==> src/hw/rtl/ant_sfr_pkg.sv <==
`timescale 1ns / 1ps
// Package for the ANT serial frame receiver.
// Holds the parser phase type, protocol constants and default sizes; no dependencies.
package ant_sfr_pkg;

  localparam int DEF_MAX_PAYLOAD = 16;
  localparam int CHAN_CNT_W      = 4;
  localparam logic [CHAN_CNT_W-1:0] CHAN_CNT_RESET = 4'd8;

  localparam int OUT_TDATA_W = 32;

  localparam logic [7:0] SYNC_BYTE         = 8'hA4;
  localparam logic [7:0] ID_CHANNEL_EVENT  = 8'h40;
  localparam logic [7:0] ID_BROADCAST      = 8'h4E;
  localparam logic [7:0] ID_ACKNOWLEDGED   = 8'h4F;
  localparam logic [7:0] ID_BURST          = 8'h50;
  localparam logic [7:0] ID_CHANNEL_ID     = 8'h51;
  localparam logic [7:0] ID_CHANNEL_STATUS = 8'h52;
  localparam logic [7:0] CODE_TX_FAILED    = 8'h06;
  localparam logic [2:0] CHAN_MASK         = 3'h7;

  typedef enum logic [2:0] {
    PH_HUNT   = 3'd0,
    PH_LENGTH = 3'd1,
    PH_ID     = 3'd2,
    PH_DATA   = 3'd3,
    PH_CHECK  = 3'd4,
    PH_REPLAY = 3'd5
  } phase_t;

endpackage

==> src/hw/rtl/ant_sfr_ram.sv <==
`timescale 1ns / 1ps
// Generic simple dual-port RAM with one write port and one registered read port.
// Self-contained; used for the payload buffer of the frame receiver.
module ant_sfr_ram #(
  parameter int WIDTH = 8,
  parameter int DEPTH = 16,
  localparam int AW = (DEPTH > 1) ? $clog2(DEPTH) : 1
) (
  input  logic             clk,
  input  logic             wr_en,
  input  logic [AW-1:0]    wr_addr,
  input  logic [WIDTH-1:0] wr_data,
  input  logic             rd_en,
  input  logic [AW-1:0]    rd_addr,
  output logic [WIDTH-1:0] rd_data
);

  logic [WIDTH-1:0] mem [DEPTH];
  logic [WIDTH-1:0] rd_data_r;

  always_ff @(posedge clk) begin
    if (wr_en) begin
      mem[wr_addr] <= wr_data;
    end
    if (rd_en) begin
      rd_data_r <= mem[rd_addr];
    end
  end

  assign rd_data = rd_data_r;

endmodule

==> src/hw/rtl/ant_serial_frame_receiver_core.sv <==
`timescale 1ns / 1ps
// Top level of the ANT serial frame receiver: byte parser, checksum and payload replay.
// Depends on ant_sfr_pkg and ant_sfr_ram.
//
// The block takes one serial byte per item and hunts for ANT frames (sync, length, id,
// payload, XOR checksum). Header and payload bytes are accepted one per cycle; payload
// bytes go into a small RAM that is not cleared after reset. When the checksum byte
// matches, the input stalls while the payload is read back from the RAM's single read
// port, one entry per cycle unless the output stalls, so a good frame holds the input
// until its last payload byte is loaded for output. Frames with a bad checksum or a bad
// length give no items. The channel count register is written on the cfg port.
module ant_serial_frame_receiver_core #(
  parameter int MAX_PAYLOAD = ant_sfr_pkg::DEF_MAX_PAYLOAD
) (
  input  logic        clk,
  input  logic        rst_n,
  // Fields: rx_byte[7:0].
  input  logic [7:0]  in_tdata,
  input  logic        in_tvalid,
  output logic        in_tready,
  // Fields: message_id[7:0], chan_num[10:8], payload_index[14:11],
  // payload_byte[22:15], frame_length[27:23], zero fill above.
  output logic [ant_sfr_pkg::OUT_TDATA_W-1:0] out_tdata,
  // Fields: route_to_channel[0].
  output logic        out_tuser,
  output logic        out_tlast,
  output logic        out_tvalid,
  input  logic        out_tready,
  input  logic [ant_sfr_pkg::CHAN_CNT_W-1:0] cfg_data,
  input  logic        cfg_valid,
  output logic        cfg_ready
);

  localparam int AW    = (MAX_PAYLOAD > 1) ? $clog2(MAX_PAYLOAD) : 1;
  localparam int CNT_W = $clog2(MAX_PAYLOAD + 1);

  ant_sfr_pkg::phase_t phase_r, phase_nxt;

  logic [ant_sfr_pkg::CHAN_CNT_W-1:0] chan_cnt_r;
  logic [7:0]       xor_r, xor_nxt;
  logic [CNT_W-1:0] len_r, len_nxt;
  logic [CNT_W-1:0] cnt_r, cnt_nxt;
  logic [7:0]       id_r, id_nxt;
  logic [2:0]       chan_r, chan_nxt;
  logic [7:0]       code_r, code_nxt;
  logic             route_r, route_nxt;
  logic [CNT_W-1:0] rd_cnt_r, rd_cnt_nxt;
  logic             pend_r, pend_nxt;
  logic [CNT_W-1:0] pend_idx_r, pend_idx_nxt;

  logic [7:0]       o_id_r, o_byte_r;
  logic [2:0]       o_chan_r;
  logic [3:0]       o_idx_r;
  logic [4:0]       o_len_r;
  logic             o_route_r, o_last_r, o_valid_r;

  logic             in_acc, load, rd_issue, wr_en, route_kind, len_bad;
  logic [7:0]       rd_data, code_eff;
  logic [31:0]      len_ext, idx_ext;

  assign cfg_ready = 1'b1;
  assign in_tready = (phase_r != ant_sfr_pkg::PH_REPLAY);
  assign in_acc    = in_tvalid && in_tready;
  assign load      = pend_r && (!o_valid_r || out_tready);
  assign rd_issue  = (phase_r == ant_sfr_pkg::PH_REPLAY) && (rd_cnt_r < len_r)
                     && (!pend_r || load);
  assign wr_en     = in_acc && (phase_r == ant_sfr_pkg::PH_DATA)
                     && (32'(cnt_r) < MAX_PAYLOAD);
  assign len_bad   = (in_tdata == 8'd0) || (in_tdata > 8'(MAX_PAYLOAD));
  assign code_eff  = (32'(len_r) > 32'd2) ? code_r : 8'd0;
  assign len_ext   = 32'(len_r);
  assign idx_ext   = 32'(pend_idx_r);

  always_comb begin
    unique case (id_r)
      ant_sfr_pkg::ID_BROADCAST, ant_sfr_pkg::ID_ACKNOWLEDGED, ant_sfr_pkg::ID_BURST,
      ant_sfr_pkg::ID_CHANNEL_ID, ant_sfr_pkg::ID_CHANNEL_STATUS: route_kind = 1'b1;
      ant_sfr_pkg::ID_CHANNEL_EVENT: route_kind = (code_eff != ant_sfr_pkg::CODE_TX_FAILED);
      default: route_kind = 1'b0;
    endcase
  end

  ant_sfr_ram #(
    .WIDTH (8),
    .DEPTH (MAX_PAYLOAD)
  ) u_payload_ram (
    .clk     (clk),
    .wr_en   (wr_en),
    .wr_addr (cnt_r[AW-1:0]),
    .wr_data (in_tdata),
    .rd_en   (rd_issue),
    .rd_addr (rd_cnt_r[AW-1:0]),
    .rd_data (rd_data)
  );

  // Next phase.
  always_comb begin
    phase_nxt = phase_r;
    unique case (phase_r)
      ant_sfr_pkg::PH_LENGTH: begin
        if (in_acc) begin
          phase_nxt = len_bad ? ant_sfr_pkg::PH_HUNT : ant_sfr_pkg::PH_ID;
        end
      end
      ant_sfr_pkg::PH_ID: begin
        if (in_acc) begin
          phase_nxt = ant_sfr_pkg::PH_DATA;
        end
      end
      ant_sfr_pkg::PH_DATA: begin
        if (in_acc && ((cnt_r + CNT_W'(1)) >= len_r)) begin
          phase_nxt = ant_sfr_pkg::PH_CHECK;
        end
      end
      ant_sfr_pkg::PH_CHECK: begin
        if (in_acc) begin
          phase_nxt = (xor_r == in_tdata) ? ant_sfr_pkg::PH_REPLAY : ant_sfr_pkg::PH_HUNT;
        end
      end
      ant_sfr_pkg::PH_REPLAY: begin
        if ((rd_cnt_r >= len_r) && (!pend_r || load)) begin
          phase_nxt = ant_sfr_pkg::PH_HUNT;
        end
      end
      default: begin
        if (in_acc) begin
          phase_nxt = (in_tdata == ant_sfr_pkg::SYNC_BYTE) ? ant_sfr_pkg::PH_LENGTH
                                                           : ant_sfr_pkg::PH_HUNT;
        end
      end
    endcase
  end

  // Datapath next values.
  always_comb begin
    xor_nxt      = xor_r;
    len_nxt      = len_r;
    cnt_nxt      = cnt_r;
    id_nxt       = id_r;
    chan_nxt     = chan_r;
    code_nxt     = code_r;
    route_nxt    = route_r;
    rd_cnt_nxt   = rd_issue ? (rd_cnt_r + CNT_W'(1)) : rd_cnt_r;
    pend_nxt     = rd_issue ? 1'b1 : (load ? 1'b0 : pend_r);
    pend_idx_nxt = rd_issue ? rd_cnt_r : pend_idx_r;
    if (in_acc) begin
      unique case (phase_r)
        ant_sfr_pkg::PH_LENGTH: begin
          if (!len_bad) begin
            xor_nxt = xor_r ^ in_tdata;
            len_nxt = in_tdata[CNT_W-1:0];
            cnt_nxt = '0;
          end
        end
        ant_sfr_pkg::PH_ID: begin
          id_nxt  = in_tdata;
          xor_nxt = xor_r ^ in_tdata;
        end
        ant_sfr_pkg::PH_DATA: begin
          xor_nxt = xor_r ^ in_tdata;
          cnt_nxt = cnt_r + CNT_W'(1);
          if (cnt_r == '0) begin
            chan_nxt = in_tdata[2:0] & ant_sfr_pkg::CHAN_MASK;
          end
          if (32'(cnt_r) == 32'd2) begin
            code_nxt = in_tdata;
          end
        end
        ant_sfr_pkg::PH_CHECK: begin
          route_nxt  = route_kind && ({1'b0, chan_r} < chan_cnt_r);
          rd_cnt_nxt = '0;
          pend_nxt   = 1'b0;
        end
        ant_sfr_pkg::PH_REPLAY: begin
        end
        default: begin
          if (in_tdata == ant_sfr_pkg::SYNC_BYTE) begin
            xor_nxt = ant_sfr_pkg::SYNC_BYTE;
          end
        end
      endcase
    end
  end

  always_ff @(posedge clk) begin
    if (!rst_n) begin
      phase_r    <= ant_sfr_pkg::PH_HUNT;
      chan_cnt_r <= ant_sfr_pkg::CHAN_CNT_RESET;
      xor_r      <= ant_sfr_pkg::SYNC_BYTE;
      len_r      <= '0;
      cnt_r      <= '0;
      id_r       <= '0;
      rd_cnt_r   <= '0;
      pend_r     <= 1'b0;
      o_valid_r  <= 1'b0;
    end else begin
      phase_r   <= phase_nxt;
      xor_r     <= xor_nxt;
      len_r     <= len_nxt;
      cnt_r     <= cnt_nxt;
      id_r      <= id_nxt;
      rd_cnt_r  <= rd_cnt_nxt;
      pend_r    <= pend_nxt;
      o_valid_r <= load ? 1'b1 : (out_tready ? 1'b0 : o_valid_r);
      if (cfg_valid && cfg_ready) begin
        chan_cnt_r <= cfg_data;
      end
    end
  end

  always_ff @(posedge clk) begin
    chan_r     <= chan_nxt;
    code_r     <= code_nxt;
    route_r    <= route_nxt;
    pend_idx_r <= pend_idx_nxt;
    if (load) begin
      o_id_r    <= id_r;
      o_chan_r  <= chan_r;
      o_route_r <= route_r;
      o_idx_r   <= idx_ext[3:0];
      o_byte_r  <= rd_data;
      o_len_r   <= len_ext[4:0];
      o_last_r  <= (pend_idx_r + CNT_W'(1)) == len_r;
    end
  end

  assign out_tvalid = o_valid_r;
  assign out_tuser  = o_route_r;
  assign out_tlast  = o_last_r;
  assign out_tdata  = {4'd0, o_len_r, o_byte_r, o_idx_r, o_chan_r, o_id_r};

`ifndef SYNTHESIS
  a_no_input_in_replay: assert property (@(posedge clk) disable iff (!rst_n)
    pend_r |-> !in_tready)
    else $error("input accepted while payload replay is pending");

  a_bad_check_hunts: assert property (@(posedge clk) disable iff (!rst_n)
    (in_acc && (phase_r == ant_sfr_pkg::PH_CHECK) && (in_tdata != xor_r))
      |=> (phase_r == ant_sfr_pkg::PH_HUNT))
    else $error("checksum mismatch did not return to hunting");

  a_data_count_range: assert property (@(posedge clk) disable iff (!rst_n)
    (phase_r == ant_sfr_pkg::PH_DATA) |-> ((len_r != '0) && (cnt_r < len_r)))
    else $error("payload count out of range");
`endif

endmodule

==> config.mk <==
export PLATFORM = sky130hd
export DESIGN_NAME = ant_serial_frame_receiver_core
export DESIGN_NICKNAME = d
export VERILOG_FILES = /design/src/hw/rtl/ant_sfr_pkg.sv /design/src/hw/rtl/ant_sfr_ram.sv /design/src/hw/rtl/ant_serial_frame_receiver_core.sv
export SDC_FILE = /design/constraint.sdc
export NUM_CORES = 1
export LEC_CHECK = 0
export ABC_AREA = 1
export BUFFER_PORTS_ARGS = -buffer_cell sky130_fd_sc_hd__buf_2
export CAP_MARGIN = 10
export CORE_ASPECT_RATIO = 0.9
export CORE_MARGIN = 2
export CORE_UTILIZATION = 55
export DETAILED_ROUTE_END_ITERATION = 16
export GPL_TIMING_DRIVEN = 0
export PLACE_DENSITY = 0.73
export SKIP_LAST_GASP = 1
export SYNTH_ARGS = -nofsm -noshare
export SYNTH_HDL_FRONTEND = slang
export SYNTH_SLANG_ARGS = --single-unit
==> constraint.sdc <==
create_clock -name clk -period 5.3 [get_ports clk]
set_clock_uncertainty 0.15 [all_clocks]
set_input_delay 0.265 -clock clk [delete_from_list [all_inputs] [get_ports clk]]
set_output_delay 0.265 -clock clk [all_outputs]
set_load 0.005 [all_outputs]
# Word level (Yosys, flattened, before mapping)
# Memories as Yosys holds them, arrays and structs flattened. A register that Yosys moved wholly into a read port is not among the register bits.
# Index checks and enable logic that the tools add are counted.
[classes]
add_sub_neg = 3
magnitude_cmp = 7
eq_ne = 23
mux = 28
bitwise = 3
n_reduce_logical = 31
[ops]
columns = ["cell", "n"]
rows = [
  ["$eq A8 B7 Y1 const B", 6],
  ["$mux W8", 3],
  ["$pmux W8 S3", 1],
  ["$mux W3", 7],
  ["$mux W5", 4],
  ["$add A5 B1 Y5 const B", 3],
  ["$pmux W3 S5", 1],
  ["$reduce_and A3 Y1", 4],
  ["$ge A5 B5 Y1", 2],
  ["$pmux W5 S2", 1],
  ["$logic_and A1 B1 Y1", 9],
  ["$mux W1", 9],
  ["$eq A8 B8 Y1", 1],
  ["$eq A8 B8 Y1 const B", 1],
  ["$gt A8 B5 Y1 const B", 1],
  ["$logic_not A8 Y1", 1],
  ["$ne A2 B2 Y1 const B", 4],
  ["$ne A8 B3 Y1 const B", 1],
  ["$xor A8 B8 Y8", 1],
  ["$eq A3 B2 Y1 const B", 2],
  ["$eq A3 B3 Y1 const B", 2],
  ["$reduce_and A6 Y1", 1],
  ["$reduce_bool A3 Y1", 2],
  ["$eq A5 B2 Y1 const B", 1],
  ["19 further kinds", 27],
]
[totals]
ff_bits = 87
ramBits = 128
input_bits = 17
out_inout_bits = 37
word_cells = 116
n_memories = 1
[memory_table]
columns = ["name", "words", "word_bits", "read_ports", "rd_ports_with_merged_regs", "write_ports", "line_no", "source"]
rows = [
  ["u_payload_ram.mem", 16, 8, 1, 1, 1, "ant_sfr_ram.sv:18", "logic [WIDTH-1:0] mem [DEPTH];"],
]

# Longest topological paths before layout
[depth]
word_depth = 8
ltp_mapped = 13
depth_no_buf = 13

# Hierarchy
# Synthesis repeated with hierarchy kept, for this count alone.
[unflattened]
hier_cells = 987
area_unflattened_um2 = 9853.2
[modules_own_cells]
columns = ["mod", "n_inst", "cells_each", "area_each_um2", "seq_area_each_um2"]
rows = [
  ["ant_sfr_ram", 1, 551, 5846.9, 4083.9],
  ["ant_serial_frame_receiver_core", 1, 436, 4006.3, 2212.1],
]

# Worst setup path before layout
# Ideal clock, no wire load.
[synth_path]
path_type = "register to register"
startpoint = "register o_valid_r, in the netlist out_tvalid"
endpoint = "register o_byte_r[0] (enable)"
setup_ns = 0.427
t_arrival_ns = 1.849
required_ns = 4.723
path_slack_ns = 2.874
path_stages_with_launch = 2
n_path_buf = 0
period_less_slack_ns = 2.426
cell_sequence = "dfxtp_1 -> a21oi_1"
[synth_between]
elab_chain_cells = 3
[synth_rtl]
columns = ["item", "line_no", "source"]
rows = [
  ["start, declared", "ant_serial_frame_receiver_core.sv:55", "logic o_route_r, o_last_r, o_valid_r;"],
  ["start signal, assigned", "ant_serial_frame_receiver_core.sv:204", "o_valid_r <= load ? 1'b1 : (out_tready ? 1'b0 : o_valid_r);"],
  ["$logic_not A1 Y1", "ant_serial_frame_receiver_core.sv:64", "assign load = pend_r && (!o_valid_r || out_tready);"],
  ["$logic_or A1 B1 Y1", "ant_serial_frame_receiver_core.sv:64", ""],
  ["$logic_and A1 B1 Y1", "ant_serial_frame_receiver_core.sv:64", ""],
  ["named net load", "ant_serial_frame_receiver_core.sv:57", "logic in_acc, load, rd_issue, wr_en, route_kind, len_bad;"],
  ["end signal, assigned", "ant_serial_frame_receiver_core.sv:221", "o_byte_r <= rd_data;"],
  ["end, declared", "ant_serial_frame_receiver_core.sv:51", "logic [7:0] o_id_r, o_byte_r;"],
]
# The timed path passes the listed nets, and every way through them passes these cells.
# A chain may end at the register's enable or synchronous reset.

# Worst setup path in the final report
[layout_path]
startpoint = "register rd_cnt_r[0]"
endpoint = "register rd_cnt_r[2]"
[layout_between]
elab_chain_cells = 6
word_cells_on_any_way = 7
classes_between = "1 x add/sub; 1 x order compare; 3 x mux; 2 x reduce/logical"
[layout_rtl]
columns = ["item", "line_no", "source"]
rows = [
  ["start, declared", "ant_serial_frame_receiver_core.sv:47", "logic [CNT_W-1:0] rd_cnt_r, rd_cnt_nxt;"],
  ["start signal, assigned", "ant_serial_frame_receiver_core.sv:202", "rd_cnt_r <= rd_cnt_nxt;"],
  ["$lt A5 B5 Y1", "ant_serial_frame_receiver_core.sv:65", "assign rd_issue = (phase_r == ant_sfr_pkg::PH_REPLAY) && (rd_cnt_r < len_r)"],
  ["$logic_and A1 B1 Y1", "ant_serial_frame_receiver_core.sv:65", ""],
  ["$logic_and A1 B1 Y1", "ant_serial_frame_receiver_core.sv:66", "&& (!pend_r || load);"],
  ["$mux W5 *", "ant_serial_frame_receiver_core.sv:143", "rd_cnt_nxt = rd_issue ? (rd_cnt_r + CNT_W'(1)) : rd_cnt_r;"],
  ["$mux W5", "ant_serial_frame_receiver_core.sv:147", "unique case (phase_r)"],
  ["$mux W5 *", "ant_serial_frame_receiver_core.sv:146", "if (in_acc) begin"],
]
# Every way passes the cells marked *; elsewhere a longest branch is shown, timed or not.

==> metrics.cfg <==
[timing]
setup_viol=0
max_slew_margin_pct=39.21
finalCritPeriodShare_pct=50.91
tns_ps=0
rsz0062_at_grt=no
fin_ws_ps=2602
fin_crit_ps=2698
report.final.slew_viol_count=0
finalHoldViolations=0
tightest_slew_ps=909.9
max_freq_mhz=370.6

[floorplanning]
ioPinCount=54
initial_core_util_pct=55.82
rows=45
die_area_um2=18090
die_h_um=127.8
die-width_um=141.6
design.core.area_um2=16780

[global_route]
grt_pass1_wl_um=32240
grt_pass1_vias=6078
grt_overflow_total=0
grt_max_degree=31
antenna_found_initial=0
grt_use_total_pct=23.11

[finish]
fin_util_pct=63.45
nNetsFinal=953
diodes=0
syn_to_final_growth_pct=13.65
drive_above_1_share_pct=13.30
mostFrequentLayoutCell=edfxtp_1
final_cell_mix=edfxtp_1 (183), nand2_1 (120), nor2_1 (118), o21ai_0 (81), inv_1 (55)

[cts]
cts_tree=built
path_clk_slew_ps=60
cts-buffers-inserted=23
cts.sinks=223
cts_root_buf=clkbuf_16
h-tree-depth=1
cts_setup_buffers=0
clock_path_buffers=3
clk_latency_ps=500

[run]
drv_cap=0

[synthesis]
synth_area_um2=9366
ys_seq_area_share_pct=67.22
async_flop_share_pct=0
yosys_warnings=0
syn_inst=834
yosys.cell_types.count=41
synthFlopType=edfxtp_1
ys_ff_latch=223
synth_edf_count=183
synth.avg_cell_area_um2=11.23

[drt]
first_pass_iters=5
drtIter0Drc=716
viasPerCell=5.661
wl_um=20660
vias=6470
ant_nets=0
drcViolationCount=0
routedWlPerCell_um=18.08

[setup_path]
crit_type=reg -> reg
worstSetupEndpointType=flip-flop
r2r_slack_ps=2600
critical_path.max_fanout=15
crit_arrival_ps=2920
crit_path_cell_trace=buf_4, inv_2, buf_6, buf_2, ha_1, inv_1, nand2_1, nand3_1, nor2_2, nand2_1, o21bai_1, a21oi_1
slowest_delay_ps=530
cpMostUsedCell=nand2_1
slowest_stage=nor2_2
cp-start-kind=flip-flop
crit_required_ps=5520

[power]
p_int_uw=2781
p_switching_uw=717.4
seq_power_share_pct=54.5
p_sw_share_pct=20.51
powerDensity_nw_per_um2=328.6
leakage_uw=0.003892
peakVddDrop_uv=236.2
power_frac_comb_pct=3.4
clkPwrFrac_pct=42.1

[run_status]
status=complete, no violations

[placed_design]
place_congestion=0.8787
post-place-ws_ps=2594
place_hpwl_um=13630
portBuffers=47

[worst_hold_path]
hold_class=in -> reg

-- logic make-up after synthesis --
logic type | after synthesis | synth area share [%]
adders and majority gates | 20 | 2.672
AOI/OAI and AO/OA | 164 | 9.885
and+or+nand+nor | 312 | 14.36
buffers and inverters | 101 | 4.662
other | 2 | 0.08018
xor gates and xnor gates | 12 | 1.122
DFF | 223 | 67.22
-- per-stage QoR --
| stage | hold WS [ps] | instances | power [µW] | instance area (µm²) |
|---|---|---|---|---|
| floorplan | 213.9 | 837 | 2010 | 9378 |
| CTS | 63.91 | 1143 | 3521 | 10650 |
| global route | 88.25 | 1143 | 3599 | 10650 |
| detailed placement | 254.5 | 1095 | 2058 | 9888 |
| finish | 91.85 | 1143 | 3498 | 10650 |
| global placement | 251.5 | 1095 | 2055 | 9877 |
-- power groups by stage --
stage / combinational [µW] / sequential (µW) / clock, µW
finish: 120 / 1910 / 1470
global route: 135 / 1910 / 1560
CTS: 118 / 1910 / 1500
detailed placement: 114 / 1940 / 0
global placement: 112 / 1940 / 0
floorplan: 68.3 / 1940 / 0
-- routing by layer --
metal | up-vias | track usage (%) | wire (µm)
met4 | 0 | 7.471 | 561
met3 | 46 | 3.848 | 1777
met5 | - | 0 | 0
met1 | 3048 | 33.85 | 9077
met2 | 294 | 35.78 | 9248
li1 | 3082 | - | -
-- cells in the mapped netlist (4+ instances only) --
cell	count	area share (%)
nand2_1	120	4.8
nor3_1	6	0.32
nor2_1	118	4.7
edfxtp_1	183	59
buf_2	6	0.32
o22ai_1	20	1.3
clkbuf_1	18	0.72
ha_1	20	2.7
nor2_4	4	0.48
o211ai_1	9	0.72
xor2_1	7	0.65
xnor2_1	5	0.47
o21ai_0	81	4.3
nand3_1	44	2.4
a21oi_1	35	1.9
dfxtp_1	40	8.5
buf_4	9	0.72
o221ai_1	8	0.75
inv_1	55	2.2
nand4_1	4	0.27
inv_2	7	0.28
-- worst max-delay path: cells and delay by family, from the launching register on --
kind / cells / cell delay (ps)
flip-flops: 1 / 390
AO/OA/AOI/OAI: 2 / 210
buffers and inverters: 5 / 740
adder cells (fa/ha/maj): 1 / 190
AND/OR/NAND/NOR: 4 / 890
-- path summary, 6_finish.rpt --
kind	end	depth (start not counted)	start
max	rd_cnt_r[2]	12	rd_cnt_r[0]
min	u_payload_ram.mem[2][4]	1	in_tdata[4]
max reg2reg	rd_cnt_r[2]	12	rd_cnt_r[0]
min reg2reg	o_byte_r[0]	0	u_payload_ram.rd_data[0]
-- sequential cells by signal, summed over array words and instances, names as in the netlist, 4 cells and up --
name and count:
chan_cnt_r 4, cnt_r 5, o_len_r 5, code_r 8, rd_cnt_r 5, xor_r 8, pend_idx_r 5, o_id_r 8
len_r 5, id_r 8, u_payload_ram.rd_data 8, o_idx_r 4, o_byte_r 8, u_payload_ram.mem 128
-- final cells by class --
type / instances / area (µm²)
inverter: 64 / 240.2
multi-input combinational: 513 / 2656
clock inverter: 13 / 92.59
fill: 1304 / 6133
timing repair buffer: 54 / 305.3
tap: 211 / 264.0
buffer: 37 / 196.4
sequential: 223 / 6296
clock buffer: 28 / 594.3
-- what timing repair did --
item                                   4_1_cts  5_1_grt
hold buffers                                 7        0
endpoints found under the hold margin        7        0
resized for setup                            0        0
(Power assumes the default switching activity.)
